### src/rtl/core/okt_pkg.sv
`timescale 1ns / 1ps
// ----------------------------------------------------------------------------
// okt_pkg
// Shared types and codes for the ordered key table: request and response
// words, the token that walks the cell chain, and operation/status codes.
// ----------------------------------------------------------------------------
package okt_pkg;

   localparam int KEY_W   = 32;
   localparam int VALUE_W = 32;
   localparam int COUNT_W = 5;

   // operation codes
   localparam logic [1:0] OP_INS_KEY  = 2'd0;
   localparam logic [1:0] OP_REM_KEY  = 2'd1;
   localparam logic [1:0] OP_INS_HEAD = 2'd2;
   localparam logic [1:0] OP_REM_HEAD = 2'd3;

   // status codes
   localparam logic [1:0] ST_DONE = 2'd0;
   localparam logic [1:0] ST_DUP  = 2'd1;
   localparam logic [1:0] ST_FULL = 2'd2;
   localparam logic [1:0] ST_NONE = 2'd3;

   // token modes
   localparam logic [1:0] MODE_SEARCH = 2'd0;
   localparam logic [1:0] MODE_SHIFT  = 2'd1;
   localparam logic [1:0] MODE_PULL   = 2'd2;
   localparam logic [1:0] MODE_DONE   = 2'd3;

   typedef struct packed {
      logic [1:0]                operation;
      logic signed [KEY_W-1:0]   key;
      logic [VALUE_W-1:0]        entry_value;
   } req_type;

   typedef struct packed {
      logic [1:0]                status;
      logic signed [KEY_W-1:0]   removed_key;
      logic [VALUE_W-1:0]        removed_value;
      logic [COUNT_W-1:0]        entry_count;
   } rsp_type;

   typedef struct packed {
      logic signed [KEY_W-1:0]   key;
      logic [VALUE_W-1:0]        value;
   } entry_type;

   // Token handed from cell to cell. The carry entry is the displaced entry
   // while shifting down, and the removed entry once a remove has matched.
   typedef struct packed {
      logic                      vld;
      logic [1:0]                mode;
      logic [1:0]                status;
      entry_type                 carry;
   } tok_type;

endpackage

### src/rtl/core/okt_cell.sv
`timescale 1ns / 1ps
// ----------------------------------------------------------------------------
// okt_cell
// One slot of the table: holds one entry and acts on the command token as it
// passes, then hands the token to the next slot.
// ----------------------------------------------------------------------------
module okt_cell #(
   parameter int IDX   = 0,
   parameter int CNT_W = 5
) (
   input  logic                 clock,
   input  logic                 reset,
   input  okt_pkg::req_type     cmd,
   input  logic [CNT_W-1:0]     count,
   input  okt_pkg::tok_type     tok_i,
   input  okt_pkg::entry_type   next_ent,
   output okt_pkg::tok_type     tok_o,
   output okt_pkg::entry_type   ent_o
);
   import okt_pkg::*;

   localparam logic [CNT_W-1:0] IDX_C  = CNT_W'(IDX);
   localparam logic [CNT_W-1:0] NEXT_C = CNT_W'(IDX + 1);

   entry_type ent_ff, ent_in;
   tok_type   tok_ff, tok_in;
   logic      occ, next_occ, is_ins, match;

   assign occ      = IDX_C < count;
   assign next_occ = NEXT_C < count;
   assign is_ins   = (cmd.operation == OP_INS_KEY) || (cmd.operation == OP_INS_HEAD);
   assign match    = occ && ((cmd.operation == OP_REM_HEAD) || (ent_ff.key == cmd.key));

   always_comb begin
      ent_in = ent_ff;
      tok_in = tok_i;
      if (tok_i.vld) begin
         case (tok_i.mode)
            MODE_SEARCH: begin
               if (is_ins) begin
                  if (!occ) begin
                     ent_in.key   = cmd.key;
                     ent_in.value = cmd.entry_value;
                     tok_in.mode  = MODE_DONE;
                     tok_in.status = ST_DONE;
                     tok_in.carry = '0;
                  end else if (ent_ff.key < cmd.key) begin
                     tok_in.mode = MODE_SEARCH;
                  end else if (ent_ff.key == cmd.key) begin
                     tok_in.mode   = MODE_DONE;
                     tok_in.status = ST_DUP;
                     tok_in.carry  = '0;
                  end else begin
                     // open the gap here and push the old entry down
                     ent_in.key   = cmd.key;
                     ent_in.value = cmd.entry_value;
                     tok_in.mode  = MODE_SHIFT;
                     tok_in.carry = ent_ff;
                  end
               end else begin
                  if (!occ) begin
                     tok_in.mode   = MODE_DONE;
                     tok_in.status = ST_NONE;
                     tok_in.carry  = '0;
                  end else if (match) begin
                     tok_in.carry  = ent_ff;
                     tok_in.status = ST_DONE;
                     if (next_occ) begin
                        ent_in      = next_ent;
                        tok_in.mode = MODE_PULL;
                     end else begin
                        tok_in.mode = MODE_DONE;
                     end
                  end else begin
                     tok_in.mode = MODE_SEARCH;
                  end
               end
            end
            MODE_SHIFT: begin
               ent_in = tok_i.carry;
               if (occ) begin
                  tok_in.carry = ent_ff;
               end else begin
                  tok_in.mode   = MODE_DONE;
                  tok_in.status = ST_DONE;
                  tok_in.carry  = '0;
               end
            end
            MODE_PULL: begin
               if (next_occ) begin
                  ent_in = next_ent;
               end else begin
                  tok_in.mode = MODE_DONE;
               end
            end
            default: begin
               tok_in = tok_i;
            end
         endcase
      end
   end

   always_ff @(posedge clock) begin
      ent_ff <= ent_in;
      if (reset) begin
         tok_ff <= '0;
      end else begin
         tok_ff <= tok_in;
      end
   end

   assign tok_o = tok_ff;
   assign ent_o = ent_ff;

endmodule

### config.mk
export PLATFORM = sky130hd
export DESIGN_NAME = okt_cell
export DESIGN_NICKNAME = d
export VERILOG_FILES = /design/src/rtl/core/okt_pkg.sv /design/src/rtl/core/okt_cell.sv
export SDC_FILE = /design/constraint.sdc
export NUM_CORES = 1
export LEC_CHECK = 0
export CORE_MARGIN = 3
export CORE_UTILIZATION = 43
export DETAILED_ROUTE_END_ITERATION = 12
export DONT_BUFFER_PORTS = 1
export MAX_ROUTING_LAYER = met4
export SETUP_SLACK_MARGIN = 0.3
export SLEW_MARGIN = 5
export SYNTH_ARGS = -nofsm -noshare
export SYNTH_HDL_FRONTEND = slang
export SYNTH_SLANG_ARGS = --single-unit
### constraint.sdc
create_clock -name clock -period 16.7 [get_ports clock]
set_input_delay 0.835 -clock clock [delete_from_list [all_inputs] [get_ports clock]]
set_output_delay 0.835 -clock clock [all_outputs]
set_load 0.02 [all_outputs]
==> results.yml, run 1 <==
synthesis:
  syn_area_um2: 9025
  synth.ff_latch_count: 133
  syn_inst: 958
  synthTopCellsByCount: "nand2_1, o21ai_0, a22o_1"
  netlist_top_cells_area: "edfxtp_1, dfxtp_1, mux2i_1, a22o_1, mux2_2"
  synth_nets: 1200
  yosys_most_used_dff: "dfxtp_1"
  synth.most_common_cell: "nand2_1"
  synth_edf_count: 64
  yosysTopAreaCellShare_pct: 21.29
  async_reset_ff_share_pct: 0
  yosysWarnings: 0
  synth-seq-area-share_pct: 36.60
  syn_area_per_cell_um2: 9.421
  yosysTopAreaCell: "edfxtp_1"
  yosysUniqueCellTypes: 58
global_route:
  grt_use_total_pct: 27.18
  grt_remaining_overflow: 0
  grt_pass1_vias: 7321
  grt_first_pass_wirelength_mm: 45.31
  grt_max_degree: 81
  antenna_found_initial: 1
sta:
  setup_ws_ns: 12.53
  relSlewSlack_pct: 27.15
  tns_ns: 0
  fmax_ghz: 0.2401
  clock_skew_ns: 0.01233
  timing_hold_violations_final: 0
  worst_pin_slew_ns: 1.088
  period_needed_ns: 4.165
  setup_viol: 0
  finalCritPeriodShare_pct: 24.94
  finalMaxSlewViolations: 0
  grt_setup_unrepaired: "no"
critical_path:
  critPathTopFamily: "compound AO/OA/AOI/OAI gates"
  start_kind: "register"
  cp_data_arrival_time_ns: 4.22
  crit_chain: "ha_1 -> nand4_1 -> a2111oi_1 -> o31ai_2 -> a21oi_4 -> a311oi_1 -> o22ai_4 -> buf_4"
  reg2reg_depth: 8
  crit_start: "ent_o[38]$_DFFE_PP_"
  crit_fanout: 40
  crit_cells: 8
  cp.required_ns: 16.76
  critPathKind: "reg2reg"
  crit_buf_inv: 1
  max_stage_delay_ns: 0.82
  ff2ff_setup_slack_ns: 12.53
  rr_endpoint: "ent_o[56]$_DFFE_PP_"
  r2r-start: "ent_o[38]$_DFFE_PP_"
  crit_slowest_cell: "o22ai_4"
  worstSetupEndpointType: "register"
cells_and_area:
  finalNonFillerCells: 1197
  fin_area_um2: 9742
  nets: 1155
  drive_gt1_share_pct: 13.39
  syn2layout_area_growth_pct: 7.944
placed_design:
  dp_slack_ns: 12.31
  placed_area_um2: 9180
  gp_congestion: 0.8351
  place_hpwl_mm: 20.74
  io_buffers: 0
  place_inst: 1164
power_and_ir_drop:
  power.total_w: 0.0009769
  switching_share_pct: 32.50
  p_int_w: 0.0006594
  combPwrFrac_pct: 17.6
  powerDensity_nw_per_um2: 100.3
  ir_drop_v: 0.00005480
  power_leakage_nw: 3.922
  power.switching_w: 0.0003174
  seqPwrFrac_pct: 45.2
  clkPwrFrac_pct: 37.3
route:
  drc: 0
  drt_iter0_markers: 452
  wirelength_mm: 31.15
  ant_nets: 0
  routedWlPerCell_um: 26.03
  routed-via-count: 7551
  via_per_inst: 6.308
  drtPass1Iterations: 5
hold_path:
  min_from: "reset"
  hold-path-endpoint: "tok_o[67]$_SDFF_PP0_"
  hp-class: "in2reg"
  worstHoldPathCells: 1
clocking:
  cts_made_buffers: 17
  cts_resized: 0
  cts_tree: "yes"
  h-tree-depth: 4
  clock_latency_ns: 0.43
  post_cts_buffers: 0
  clk_path_buf_depth: 2
  root_buffer: "clkbuf_16"
  clkSinkCount: 133
  clk_transition_reported_paths_ns: 0.06
  holdBufCountCts: 0
die:
  fp.dieArea_um2: 22760
  placeableCoreArea_um2: 20430
  std_cell_rows: 52
  ios: 339
  die_w_um: 150.9
  dieHeight_um: 150.9
  start_util_pct: 44.18
flow_run:
  maxCapViolations: 0
run_status:
  outcome: "completed"
==> layout make-up <==
type                    count  area, µm²
repair buffers             10      75.07
clock buffers              18      429.2
fillers                  1973      10690
multi-input cells         714       5325
flip-flops and latches    133       3303
well taps                 270      337.8
clock inverters            14      130.1
inverters                  37      138.9
diodes                      1      2.502
==> worst reg2reg max path: stages, from the launching register on <==
cell and delay [ns]:
edfxtp_1 0.56, ha_1 0.38, nand4_1 0.23, a2111oi_1 0.65, o31ai_2 0.18, a21oi_4 0.16
a311oi_1 0.14, o22ai_4 0.82, buf_4 0.61
==> routing by layer <==
layer,global-route usage (%),share of wire [%],vias to the layer above
li1,-,-,3496
met1,34.11,41,3660
met2,43.02,48,352
met3,7.929,8.8,43
met4,7.480,2.0,0
met5,-,0,-
==> stage by stage <==
stage	util (%)	hold WS, ns
after floorplan	-	0.6300
after global placement	44.94	0.6728
after detailed placement	44.94	0.6720
after CTS	47.67	0.4825
after global routing	47.69	0.4707
final	47.69	0.4925
==> power by group through the flow <==
stage	sequential [W]	clock [W]	combinational, W
CTS	0.000442	0.000369	0.000172
floorplan	0.000437	0	0.000138
global placement	0.000449	0	0.000168
finish	0.000441	0.000364	0.000171
global route	0.000445	0.000383	0.000191
detailed placement	0.000449	0	0.000171
==> state kept, by name (all words and copies together) (netlist names) <==
name	flops
ent_o	64
tok_o	69
==> worst max path at each step <==
stage | end | slack [ns]
after floorplan | ent_o[0]$_DFFE_PP_ | 10.80
after global placement | ent_o[59]$_DFFE_PP_ | 12.39
after detailed placement | ent_o[23]$_DFFE_PP_ | 12.31
after CTS | ent_o[49]$_DFFE_PP_ | 12.52
after global routing | ent_o[61]$_DFFE_PP_ | 12.31
final | ent_o[56]$_DFFE_PP_ | 12.53
==> layout by cell type, fill, tap and decap left out, types with 2 or more instances in the layout <==
cell | netlist | routed
o21ai_1 | 15 | 15
inv_6 | 0 | 3
nand2b_1 | 4 | 4
nand4_1 | 5 | 5
nand4_2 | 2 | 2
nand4b_1 | 2 | 2
nand3_1 | 5 | 5
o22ai_1 | 10 | 9
a311o_1 | 4 | 4
a21o_1 | 6 | 6
a221o_1 | 3 | 3
a2111oi_1 | 2 | 2
ha_4 | 0 | 3
a211oi_1 | 3 | 3
clkinv_4 | 0 | 5
o21bai_1 | 3 | 3
edfxtp_1 | 64 | 64
and3_1 | 2 | 2
mux2_2 | 64 | 64
and2_1 | 30 | 30
buf_4 | 4 | 10
a221oi_1 | 2 | 2
a31oi_1 | 2 | 2
a21oi_1 | 33 | 33
nor4b_1 | 4 | 4
a22oi_1 | 22 | 22
nor3_1 | 3 | 3
clkbuf_16 | 0 | 17
o21ai_0 | 100 | 100
mux2i_1 | 93 | 93
nor2_1 | 18 | 18
clkinv_2 | 0 | 3
ha_1 | 36 | 33
a22o_1 | 95 | 95
dfxtp_1 | 69 | 69
nor4_2 | 2 | 2
inv_1 | 36 | 36
clkinvlp_4 | 0 | 2
nand2_1 | 122 | 122
==> logic make-up (layout without fill, tap and decap cells) <==
group	count (synthesis)	count (layout)	share of synthesized area, %
compound gates	315	315	23.94
fa+ha+maj	36	36	4.991
buf+inv	111	79	5.074
flops	133	133	36.60
mux	157	157	18.30
other cells	0	1	0
simple gates	206	206	11.09
Power figures use the tool's default switching activity.
==> run 2: changes to the inputs <==
ABC_AREA = 1   (was not set)
clock period = 3.9 ns   (was 16.7 ns; I/O delays follow)
==> results.yml, run 2 <==
die:
  fp.dieArea_um2: 26740
  std_cell_rows: 57
  die_w_um: 163.5
  dieHeight_um: 163.5
  start_util_pct: 43.88
  ios: 339
  placeableCoreArea_um2: 24320
clocking:
  post_cts_buffers: 0
  clock_latency_ns: 0.44
  root_buffer: "clkbuf_16"
  h-tree-depth: 4
  cts_tree: "yes"
  clk_path_buf_depth: 2
  clk_transition_reported_paths_ns: 0.07
  clkSinkCount: 133
  cts_made_buffers: 17
power_and_ir_drop:
  combPwrFrac_pct: 23.4
  clkPwrFrac_pct: 37.6
  powerDensity_nw_per_um2: 383.7
  seqPwrFrac_pct: 39.0
  p_int_w: 0.003092
  power.switching_w: 0.001690
  ir_drop_v: 0.0002473
  switching_share_pct: 35.34
  power_leakage_nw: 5.366
sta:
  fmax_ghz: 0.2860
  setup_viol: 0
  period_needed_ns: 3.496
  clock_skew_ns: 0.01270
  worst_pin_slew_ns: 1.282
  relSlewSlack_pct: 14.28
  grt_setup_unrepaired: "yes"
  timing_hold_violations_final: 0
  tns_ns: 0
  finalCritPeriodShare_pct: 89.65
  finalMaxSlewViolations: 0
critical_path:
  crit_fanout: 49
  critPathKind: "reg2reg"
  start_kind: "register"
  ff2ff_setup_slack_ns: 0.40
  cp_data_arrival_time_ns: 3.60
  cp.required_ns: 4.00
  worstSetupEndpointType: "register"
cells_and_area:
  syn2layout_area_growth_pct: 16.79
  drive_gt1_share_pct: 5.027
  nets: 1900
  final_util_pct: 51.24
  largest_register_ffs: 69
  fill_cells: 2452
  layout_commonest_cell: "nand2_1"
  final_cell_mix: "nand2_1, o21ai_0, inv_1"
run_status:
  outcome: "completed"
synthesis:
  synth_edf_count: 64
  syn_inst: 1642
  yosys_most_used_dff: "dfxtp_1"
  async_reset_ff_share_pct: 0
  yosysTopAreaCellShare_pct: 18.01
  synth.ff_latch_count: 133
  synth.most_common_cell: "nand2_1"
  netlist_top_cells_area: "edfxtp_1, nand2_1, dfxtp_1, o21ai_0, inv_1"
  synth_nets: 1884
  syn_area_per_cell_um2: 6.498
  yosysWarnings: 0
  synthTopCellsByCount: "nand2_1, o21ai_0, inv_1"
  synth-seq-area-share_pct: 30.96
  syn_area_um2: 10670
  yosysUniqueCellTypes: 34
  yosysTopAreaCell: "edfxtp_1"
route:
  via_per_inst: 6.098
  ant_nets: 0
  wirelength_mm: 47.10
  drc: 0
  routed-via-count: 12230
  routedWlPerCell_um: 23.49
  drt_iter0_markers: 1410
  drtPass1Iterations: 6
global_route:
  grt_pass1_vias: 11560
  antenna_found_initial: 9
  grt_remaining_overflow: 0
  grt_max_degree: 145
  grt_use_total_pct: 35.18
  grt_first_pass_wirelength_mm: 70.07
flow_run:
  maxCapViolations: 0
hold_path:
  hp-class: "in2reg"
placed_design:
  io_buffers: 0
  place_hpwl_mm: 30.00
  gp_congestion: 0.9283
==> run 2: cell types whose count changed in the layout (fill, tap and decap cells not counted), moves of 16 or more <==
| cell | previous run | this run |
|---|---|---|
| o21ai_0 | 100 | 218 |
| a22o_1 | 95 | 0 |
| mux2_2 | 64 | 0 |
| nand2_1 | 122 | 508 |
| mux2i_1 | 93 | 23 |
| a22oi_1 | 22 | 3 |
| nand3_1 | 5 | 116 |
| dlygate4sd3_1 | 0 | 95 |
| and2_1 | 30 | 0 |
| nand4_1 | 5 | 31 |
| o22ai_1 | 9 | 77 |
| inv_1 | 36 | 157 |
| o31ai_1 | 0 | 16 |
| o211ai_1 | 1 | 55 |
==> run 2: through the flow <==
stage / cells / cell area, µm² / hold slack, ns / setup slack, ns / total power (W)
floorplan: 1642 / 10710 / 0.3331 / 0.2330 / 0.002597
global placement: 1868 / 10840 / 0.2726 / 0.5303 / 0.002882
detailed placement: 1868 / 10840 / 0.2724 / 0.5114 / 0.002896
CTS: 1995 / 12420 / 0.001530 / 0.4693 / 0.004766
global route: 2004 / 12460 / 0.03472 / 0.2299 / 0.004983
finish: 2005 / 12460 / 0.005349 / 0.4038 / 0.004782
==> run 2: area by class of cell <==
| cell class | instances | area (µm²) | share of cell area (%) |
|---|---|---|---|
| Tap cell | 324 | 405.4 | 3.253 |
| Clock inverter | 12 | 178.9 | 1.436 |
| Multi-Input combinational cell | 1214 | 6277 | 50.37 |
| Sequential cell | 133 | 3303 | 26.51 |
| Clock buffer | 20 | 446.7 | 3.584 |
| Timing Repair Buffer | 122 | 1186 | 9.518 |
| Inverter | 170 | 639.4 | 5.131 |
| Antenna cell | 10 | 25.02 | 0.2008 |
==> run 2: worst max-delay path: stages (launching register included) <==
cell and delay, ns:
edfxtp_1 0.57, ha_1 0.37, nand2_1 0.16, nor2_1 0.07, nand2_1 0.10, nor2_1 0.08, nand2_2 0.07, buf_4 0.45
inv_1 0.33, a221oi_2 0.34, a22oi_2 0.10, nor2_4 0.17, buf_12 0.30
==> run 2: kinds of logic (layout without fill, tap and decap cells) <==
kind of cell	Yosys count	count (layout)	share of synthesized area, %
compound gates	458	458	24.71
fa+ha+maj	36	36	4.221
buf+inv	295	324	10.93
flops	133	133	30.96
mux	23	23	2.158
other cells	0	10	0
simple gates	697	697	27.03
==> run 2: final timing paths <==
kind | from | to | cells past startpoint
worst max register to register | ent_o[45]$_DFFE_PP_ | ent_o[0]$_DFFE_PP_ | 12
worst max-delay path | ent_o[45]$_DFFE_PP_ | ent_o[0]$_DFFE_PP_ | 12
worst min register to register | ent_o[50]$_DFFE_PP_ | tok_o[50]$_SDFF_PP0_ | 5
worst min-delay path | cmd[38] | ent_o[38]$_DFFE_PP_ | 2
==> run 2: power groups by stage <==
stage	combinational [W]	sequential [W]	clock, W
6_report	0.00112	0.00186	0.00180
3_5_place_dp	0.00100	0.00189	0
3_3_place_gp	0.000989	0.00189	0
4_1_cts	0.00110	0.00186	0.00181
2_1_floorplan	0.000753	0.00184	0
5_1_grt	0.00125	0.00188	0.00186
==> run 2: routing by layer <==
metal	up-vias	routed length, µm	track usage [%]
met5	-	0	-
met4	0	1744	13.57
met3	126	5570	9.282
met2	804	20900	53.18
met1	5624	18890	45.09
li1	5672	-	-
==> run 2: timing repair <==
action,4_1_cts,5_1_grt
setup endpoints to repair,0,87
gates resized for setup,0,5
hold buffers,95,0
endpoints found under the hold margin,93,0
